[src/rtl/hlt_pkg.sv]
// Package for the hierarchical lock table: sizes, request and response types.
// No dependencies.
package hlt_pkg;
  localparam int TableDepth = 32;
  localparam int IdxW = $clog2(TableDepth);
  localparam int CntW = $clog2(TableDepth + 1);
  localparam int KeyBits = 64;
  localparam int NumTypes = 4;
  localparam int LimW = 6;

  typedef enum logic [1:0] {
    KIND_LOCK = 2'd0, KIND_REL_ONE = 2'd1, KIND_REL_ALL = 2'd2, KIND_ABORT = 2'd3
  } kind_e;

  typedef enum logic [1:0] {
    ST_DONE = 2'd0, ST_REFUSED = 2'd1, ST_NOT_HELD = 2'd2
  } status_e;

  typedef enum logic [1:0] {
    CFG_PAGE = 2'd0, CFG_REL = 2'd1, CFG_DB = 2'd2
  } cfg_idx_e;

  typedef enum logic [1:0] {
    BS_IDLE, BS_SCAN, BS_APPLY, BS_OUT
  } bstate_e;

  typedef struct packed {
    logic [1:0]   kind;
    logic [14:0]  owner_id;
    logic [1:0]   lock_type;
    logic         lock_mode;
    logic [63:0]  lock_key;
  } req_t;

  typedef struct packed {
    logic [1:0] status;
    logic [4:0] slot;
    logic [5:0] freed_count;
  } rsp_t;

  // classified request passed from front to back
  typedef struct packed {
    req_t req;
    logic budget_ok;
  } cmd_t;
endpackage

[src/rtl/hlt_queue.sv]
// Short queue between front and back end.
// Depends on hlt_pkg.
module hlt_queue import hlt_pkg::*; (
  input  logic clk_i,
  input  logic rst_ni,
  input  logic in_valid_i,
  output logic in_ready_o,
  input  cmd_t in_data_i,
  input  logic idle_i,
  output logic out_valid_o,
  input  logic out_ready_i,
  output cmd_t out_data_o
);
  logic full_q, full_d;
  cmd_t data_q;
  // one entry; refill only when back end is idle so budgets checked are current
  assign in_ready_o = !full_q && idle_i;
  assign out_valid_o = full_q;
  assign out_data_o = data_q;
  always_comb begin
    full_d = full_q;
    if (out_ready_i && full_q) full_d = 1'b0;
    if (in_valid_i && in_ready_o) full_d = 1'b1;
  end
  always_ff @(posedge clk_i or negedge rst_ni) begin
    if (!rst_ni) begin
      full_q <= 1'b0;
    end else begin
      full_q <= full_d;
    end
  end
  always_ff @(posedge clk_i) begin
    if (in_valid_i && in_ready_o) data_q <= in_data_i;
  end
endmodule

[config.mk]
export PLATFORM = sky130hd
export DESIGN_NAME = hlt_queue
export DESIGN_NICKNAME = d
export VERILOG_FILES = /design/src/rtl/hlt_pkg.sv /design/src/rtl/hlt_queue.sv
export SDC_FILE = /design/constraint.sdc
export NUM_CORES = 1
export LEC_CHECK = 0
export BUFFER_PORTS_ARGS = -buffer_cell sky130_fd_sc_hd__buf_2
export CORE_ASPECT_RATIO = 0.8
export CORE_MARGIN = 2
export CORE_UTILIZATION = 40
export DETAILED_ROUTE_END_ITERATION = 8
export HOLD_SLACK_MARGIN = 0.12
export PLACE_DENSITY = 0.74
export SKIP_LAST_GASP = 1
export SLEW_MARGIN = 20
export SYNTH_ARGS = -nofsm -noshare
export SYNTH_HDL_FRONTEND = slang
export SYNTH_SLANG_ARGS = --single-unit
[constraint.sdc]
create_clock -name clk_i -period 6.3 [get_ports clk_i]
set_input_delay 0.315 -clock clk_i [delete_from_list [all_inputs] [get_ports clk_i]]
set_output_delay 0.315 -clock clk_i [all_outputs]
set_load 0.005 [all_outputs]
==> results of run 1 <==
==> where the power goes <==
group / total (uW) / switching (uW) / internal (uW)
logic: 77.5 / 35.4 / 42.1
clock network: 415 / 190 / 225
registers: 664 / 6.15 / 658
==> timing repair <==
item	4_1_cts	5_1_grt
buffers inserted	0	0
endpoints found under the hold margin	4	11
hold buffers	4	11
setup endpoints to repair	0	0
==> cells by family after synthesis <==
kind of cell | after synthesis | share of synthesized area [%]
muxes | 1 | 0.385
DFF | 86 | 99.1
and+or+nand+nor | 3 | 0.529
==> cell usage after synthesis <==
library cell	number
sky130_fd_sc_hd__dfrtp_1	1
sky130_fd_sc_hd__edfxtp_1	85
sky130_fd_sc_hd__mux2i_1	1
sky130_fd_sc_hd__nand2_1	1
sky130_fd_sc_hd__nor2_1	1
sky130_fd_sc_hd__nor2b_1	1
==> critical path, stage by stage, from the launching register on <==
cell and delay, ps:
sky130_fd_sc_hd__dfrtp_1 440, sky130_fd_sc_hd__nor2_4 370, sky130_fd_sc_hd__buf_4 550
==> layout make-up <==
cell class	instances	area, um^2	area share [%]
clock buffer	9	124	3.10
clock inverter	6	93.8	2.35
multi-input combinational	4	31.3	0.784
sequential	86	2580	64.6
tap	84	105	2.63
timing repair buffer	193	1060	26.5
==> worst paths after layout <==
kind                               start              to  depth (start not counted)  slack (ps)
min                        in_data_i[69]  out_data_o[69]                          1         150
min reg2reg                  out_valid_o     out_valid_o                          1         590
max reg2reg                  out_valid_o  out_data_o[44]                          2        4560
min in group asynchronous         rst_ni     out_valid_o                          2         280
max in group asynchronous         rst_ni     out_valid_o                          2        5940
max                          out_valid_o  out_data_o[44]                          2        4560
==> metrics by stage <==
stage / setup WS [ps] / total power [uW] / cell area (um^2) / std cells
2_1_floorplan: 1780 / 694 / 2600 / 90
3_3_place_gp: 3950 / 742 / 3600 / 351
3_5_place_dp: 3890 / 746 / 3600 / 351
4_1_cts: 3930 / 1160 / 3860 / 370
5_1_grt: 4430 / 1200 / 3990 / 382
6_report: 4560 / 1160 / 3990 / 382
==> cells in the final DEF, fill, tap and decap left out <==
| master | count |
|---|---|
| sky130_fd_sc_hd__buf_2 | 176 |
| sky130_fd_sc_hd__edfxtp_1 | 85 |
| sky130_fd_sc_hd__dlygate4sd3_1 | 15 |
| sky130_fd_sc_hd__buf_12 | 1 |
| sky130_fd_sc_hd__nor2_4 | 1 |
| sky130_fd_sc_hd__clkinvlp_4 | 1 |
| sky130_fd_sc_hd__mux2i_1 | 1 |
| sky130_fd_sc_hd__clkbuf_8 | 9 |
| sky130_fd_sc_hd__inv_6 | 3 |
| sky130_fd_sc_hd__nor2b_1 | 1 |
| sky130_fd_sc_hd__bufinv_16 | 2 |
| sky130_fd_sc_hd__buf_4 | 1 |
| sky130_fd_sc_hd__dfrtp_1 | 1 |
| sky130_fd_sc_hd__nand2_1 | 1 |
==> state kept, by name (all words and copies together), names as in the netlist <==
name / flops
out_data_o: 85
out_valid_o: 1
==> per-layer routing <==
| metal | up-vias | wire length, um | GRT usage, % |
|---|---|---|---|
| li1 | 766 | - | - |
| met5 | - | 0 | 0 |
| met2 | 113 | 3380 | 27.5 |
| met3 | 7 | 638 | 7.02 |
| met4 | 0 | 72 | 6.96 |
| met1 | 799 | 2140 | 17.0 |
==> metrics.csv, run 1 <==
metric,value,unit
slew of the pin with the lowest slew margin,548,ps
ratio of cells with drive above 1 in the final layout,65.1,%
cell accounting for the most synthesized area,sky130_fd_sc_hd__edfxtp_1,
Detailed Route WL,6230,um
"IR drop worst, VDD",0.270,mV
IO buf count,176,
Vias/cell,4.41,
cell count after synthesis,90,
Clock Pin Slew Worst Setup and Hold Paths,90,ps
clk sink count,86,
Core Region,0.00634,mm^2
Fillers,485,
Worst Hold Slack,145,ps
Inserted Clock Buffers,9,
die height,76.1,um
global route total overflow,0,
count of standard-cell rows,26,
type of destination of the critical path,flop,
Root Buffer,sky130_fd_sc_hd__clkbuf_8,
final layout net count,384,
IO Pins,177,
biggest fanout along the worst timing path,44,
cell area after synthesis,0.00260,mm^2
synthesis-to-finish area growth,53.4,%
largest net degree at the start of global routing,45,
CP arrival,1730,ps
vias in the first global route,1538,
critical setup path kind,reg -> reg,
number of design rule violations left after detail routing,0,
total iterations of the first detailed-routing run,5,
initial core utilization,41.0,%
global-route wire length before repair,8170,um
#FFs+latches synth,86,
final critical-path share of the clock period,27.7,%
number of gates resized after CTS,0,
overall via count from detail_route,1685,
Critical Path Start Type,flop,
weighted congestion at the end of routability-driven global placement,0.658,
H-tree levels,3,
Synth cell types,6,
max-slew violation total from the final report,0,
Detailed Place HPWL,4400,um
Antenna Violating Nets Remaining,0,
status,finished clean,
required time at the worst-slack endpoint,6280,ps
TNS Setup,0,ps
Die Area,0.00717,mm^2
share of the synthesized area in the top cell type,98.1,%
highest attainable clock frequency,574,MHz
Synth Area per Inst,28.9,um^2
sequential cell area fraction in the yosys report,99.1,%
LEAKAGE,0.00169,uW
final worst path period need,1740,ps
net count after synthesis,180,
Layout Skew,6.95,ps
Slew headroom,63.5,%
# Max-Cap Violations,0,
clock network latency to the later pin of the worst-skew pair,340,ps
final cell utilization of the core,62.9,%
ant diodes,0,
class of the tightest hold or removal check,in -> reg,
total setup violations reported at the end of the flow,0,
GR Util All Layers,16.0,%
"top cells by area, synth","sky130_fd_sc_hd__edfxtp_1 (98%), sky130_fd_sc_hd__dfrtp_1 (0.96%), sky130_fd_sc_hd__mux2i_1 (0.38%), sky130_fd_sc_hd__nor2b_1 (0.24%), sky130_fd_sc_hd__nand2_1 (0.14%)",
Routed WL per cell,16.3,um
CTS tree,done,
number of hold-slack violations in the final timing report,0,
clock tree buffer depth,2,
RSZ-0062 raised after global routing,no,
Power Density,290,mW/mm^2
horizontal extent of the die,94.2,um
yosys synthesis warning count,0,
1st-iter DRT viols,58,
number of antenna violations at the first check in global routing,0,
Note: power is estimated with default switching activity, not from simulation.
==> run 2: changes to the inputs <==
--- a/config.mk
+++ b/config.mk
@@ -8,10 +8,10 @@
 export BUFFER_PORTS_ARGS = -buffer_cell sky130_fd_sc_hd__buf_2
 export CORE_ASPECT_RATIO = 0.8
 export CORE_MARGIN = 2
-export CORE_UTILIZATION = 40
+export CORE_UTILIZATION = 37
 export DETAILED_ROUTE_END_ITERATION = 8
 export HOLD_SLACK_MARGIN = 0.12
-export PLACE_DENSITY = 0.74
+export PLACE_DENSITY = 0.71
 export SKIP_LAST_GASP = 1
 export SLEW_MARGIN = 20
 export SYNTH_ARGS = -nofsm -noshare
==> constraint.sdc (replaced) <==
create_clock -name clk_i -period 1.6 [get_ports clk_i]
set_input_delay 0.08 -clock clk_i [delete_from_list [all_inputs] [get_ports clk_i]]
set_output_delay 0.08 -clock clk_i [all_outputs]
set_load 0.005 [all_outputs]
==> metrics.csv, run 2 (same netlist as run 1, synthesis figures left out) <==
metric,value,unit,change
Met2 Wirelength,4120,um,+22%
biggest fanout along the worst timing path,31,,-30%
clock tree buffer depth,2,,unchanged
class of the tightest hold or removal check,in -> reg,,
horizontal extent of the die,97.7,um,+3.8%
GR Util All Layers,19.7,%,+3.7 points
cell at the slowest stage of the critical path,sky130_fd_sc_hd__dfrtp_1,,
final cell utilization of the core,68.6,%,+5.7 points
overall via count from detail_route,1984,,+18%
weighted congestion at the end of routability-driven global placement,0.686,,+4.2%
Layout Skew,11.0,ps,+4.04 ps
IO Pins,177,,unchanged
status,finished clean,,
critical setup path kind,reg -> reg,,
number of hold-slack violations in the final timing report,0,,unchanged
number of design rule violations left after detail routing,0,,unchanged
CTS tree,done,,
Core Region,0.00686,mm^2,+8.1%
max-slew violation total from the final report,0,,unchanged
final critical-path share of the clock period,84.8,%,+57 points
ant diodes,0,,unchanged
cell family with the largest share of critical-path delay,flip-flops,,
global-route wire length before repair,11200,um,+37%
number of antenna violations at the first check in global routing,0,,unchanged
RSZ-0062 raised after global routing,no,,
die height,79.0,um,+3.8%
clk sink count,86,,unchanged
ratio of cells with drive above 1 in the final layout,52.3,%,-13 points
Vias/cell,4.31,,-2.2%
TNS Setup,0,ps,unchanged
CP arrival,1360,ps,-370 ps
Routed WL per cell,16.1,um,-1.1%
Die Area,0.00772,mm^2,+7.7%
Slew headroom,73.8,%,+10 points
delay contributed by the slowest stage of the critical path,460,ps,-90 ps
final worst path period need,1360,ps,-387 ps
required time at the worst-slack endpoint,1610,ps,-4670 ps
ordered list of cells on the worst path,"nor2_4, buf_4",,
detailed-routed wire length on met3,598,um,-6.3%
"top library cells by usage in the layout, fill and taps aside","sky130_fd_sc_hd__buf_2 (176), sky130_fd_sc_hd__dlygate4sd3_1 (89), sky130_fd_sc_hd__edfxtp_1 (85)",,
slack of the worst reg-to-reg path,240,ps,-4310 ps
number of gates resized after CTS,0,,unchanged
Detailed Route WL,7420,um,+19%
met1 WL,2510,um,+17%
most common library cell in the layout ignoring fill and taps,sky130_fd_sc_hd__buf_2,,
global route total overflow,0,,unchanged
slew of the pin with the lowest slew margin,393,ps,-154 ps
Power Density,956,mW/mm^2,+230%
number of buffers and inverters on the critical path,1,,unchanged
IO buf count,176,,unchanged
largest net degree at the start of global routing,55,,+22%
Inserted Clock Buffers,9,,unchanged
1st-iter DRT viols,68,,+17%
vias in the first global route,2238,,+46%
synthesis-to-finish area growth,80.8,%,
H-tree levels,3,,unchanged
type of destination of the critical path,flop,,
"IR drop worst, VDD",0.588,mV,+120%
Critical Path Start Type,flop,,
final layout net count,458,,+19%
# Max-Cap Violations,0,,unchanged
uppermost layer routed,met4,,
Antenna Violating Nets Remaining,0,,unchanged
Clock Pin Slew Worst Setup and Hold Paths,90,ps,about the same
count of standard-cell rows,27,,+3.8%
Largest register FFs,85,,unchanged
clock network latency to the later pin of the worst-skew pair,350,ps,about the same
total setup violations reported at the end of the flow,0,,unchanged
Root Buffer,sky130_fd_sc_hd__clkbuf_8,,
highest attainable clock frequency,737,MHz,+28%
total iterations of the first detailed-routing run,5,,unchanged
LEAKAGE,0.00199,uW,+18%
initial core utilization,37.9,%,-3.1 points
==> run 2: routing by layer <==
layer | up-vias | track usage [%]
li1 | 918 | -
met1 | 930 | 19.6
met2 | 118 | 37.2
met3 | 18 | 7.39
met4 | 0 | 7.92
met5 | - | 0
==> run 2: worst min-delay path, stage by stage <==
cell and delay (ps):
sky130_fd_sc_hd__buf_2 100, sky130_fd_sc_hd__nand2_1 120, sky130_fd_sc_hd__nor2_4 70, sky130_fd_sc_hd__buf_12 200
==> run 2: through the flow <==
stage	cells	cell area, um^2	power (uW)	worst slack, ps	hold slack (ps)
floorplan	90	2610	2720	-520	-216
global placement	355	3630	2930	327	-145
detailed placement	355	3630	2940	299	-145
CTS	460	4700	4520	280	383
global route	460	4700	4660	181	423
finish	460	4700	4490	243	427
==> run 2: layout make-up <==
cell class,count,area (um^2)
clock buffers,9,124
clock inverters,7,62.6
fillers,443,2150
multi-input cells,4,31.3
flip-flops and latches,86,2580
well taps,87,109
repair buffers,267,1800
==> run 2: path summary, 6_finish.rpt <==
kind | start | endpoint | cells after the start
worst max register to register | out_valid_o | out_data_o[66] | 2
max in group asynchronous | rst_ni | out_valid_o | 3
worst max-delay path | out_valid_o | out_data_o[66] | 2
worst min-delay path | idle_i | out_data_o[73] | 4
min in group asynchronous | rst_ni | out_valid_o | 3
worst min register to register | out_valid_o | out_data_o[73] | 2
==> run 2: report_power, final <==
part,internal (uW),switching [uW]
clock network,605,817
registers,2590,28.2
logic,285,170
total,3480,1010
==> run 2: repair_timing <==
item / 4_1_cts / 5_1_grt
hold buffers: 89 / 0
buffers inserted: 0 / 0
endpoints found under the hold margin: 87 / 0
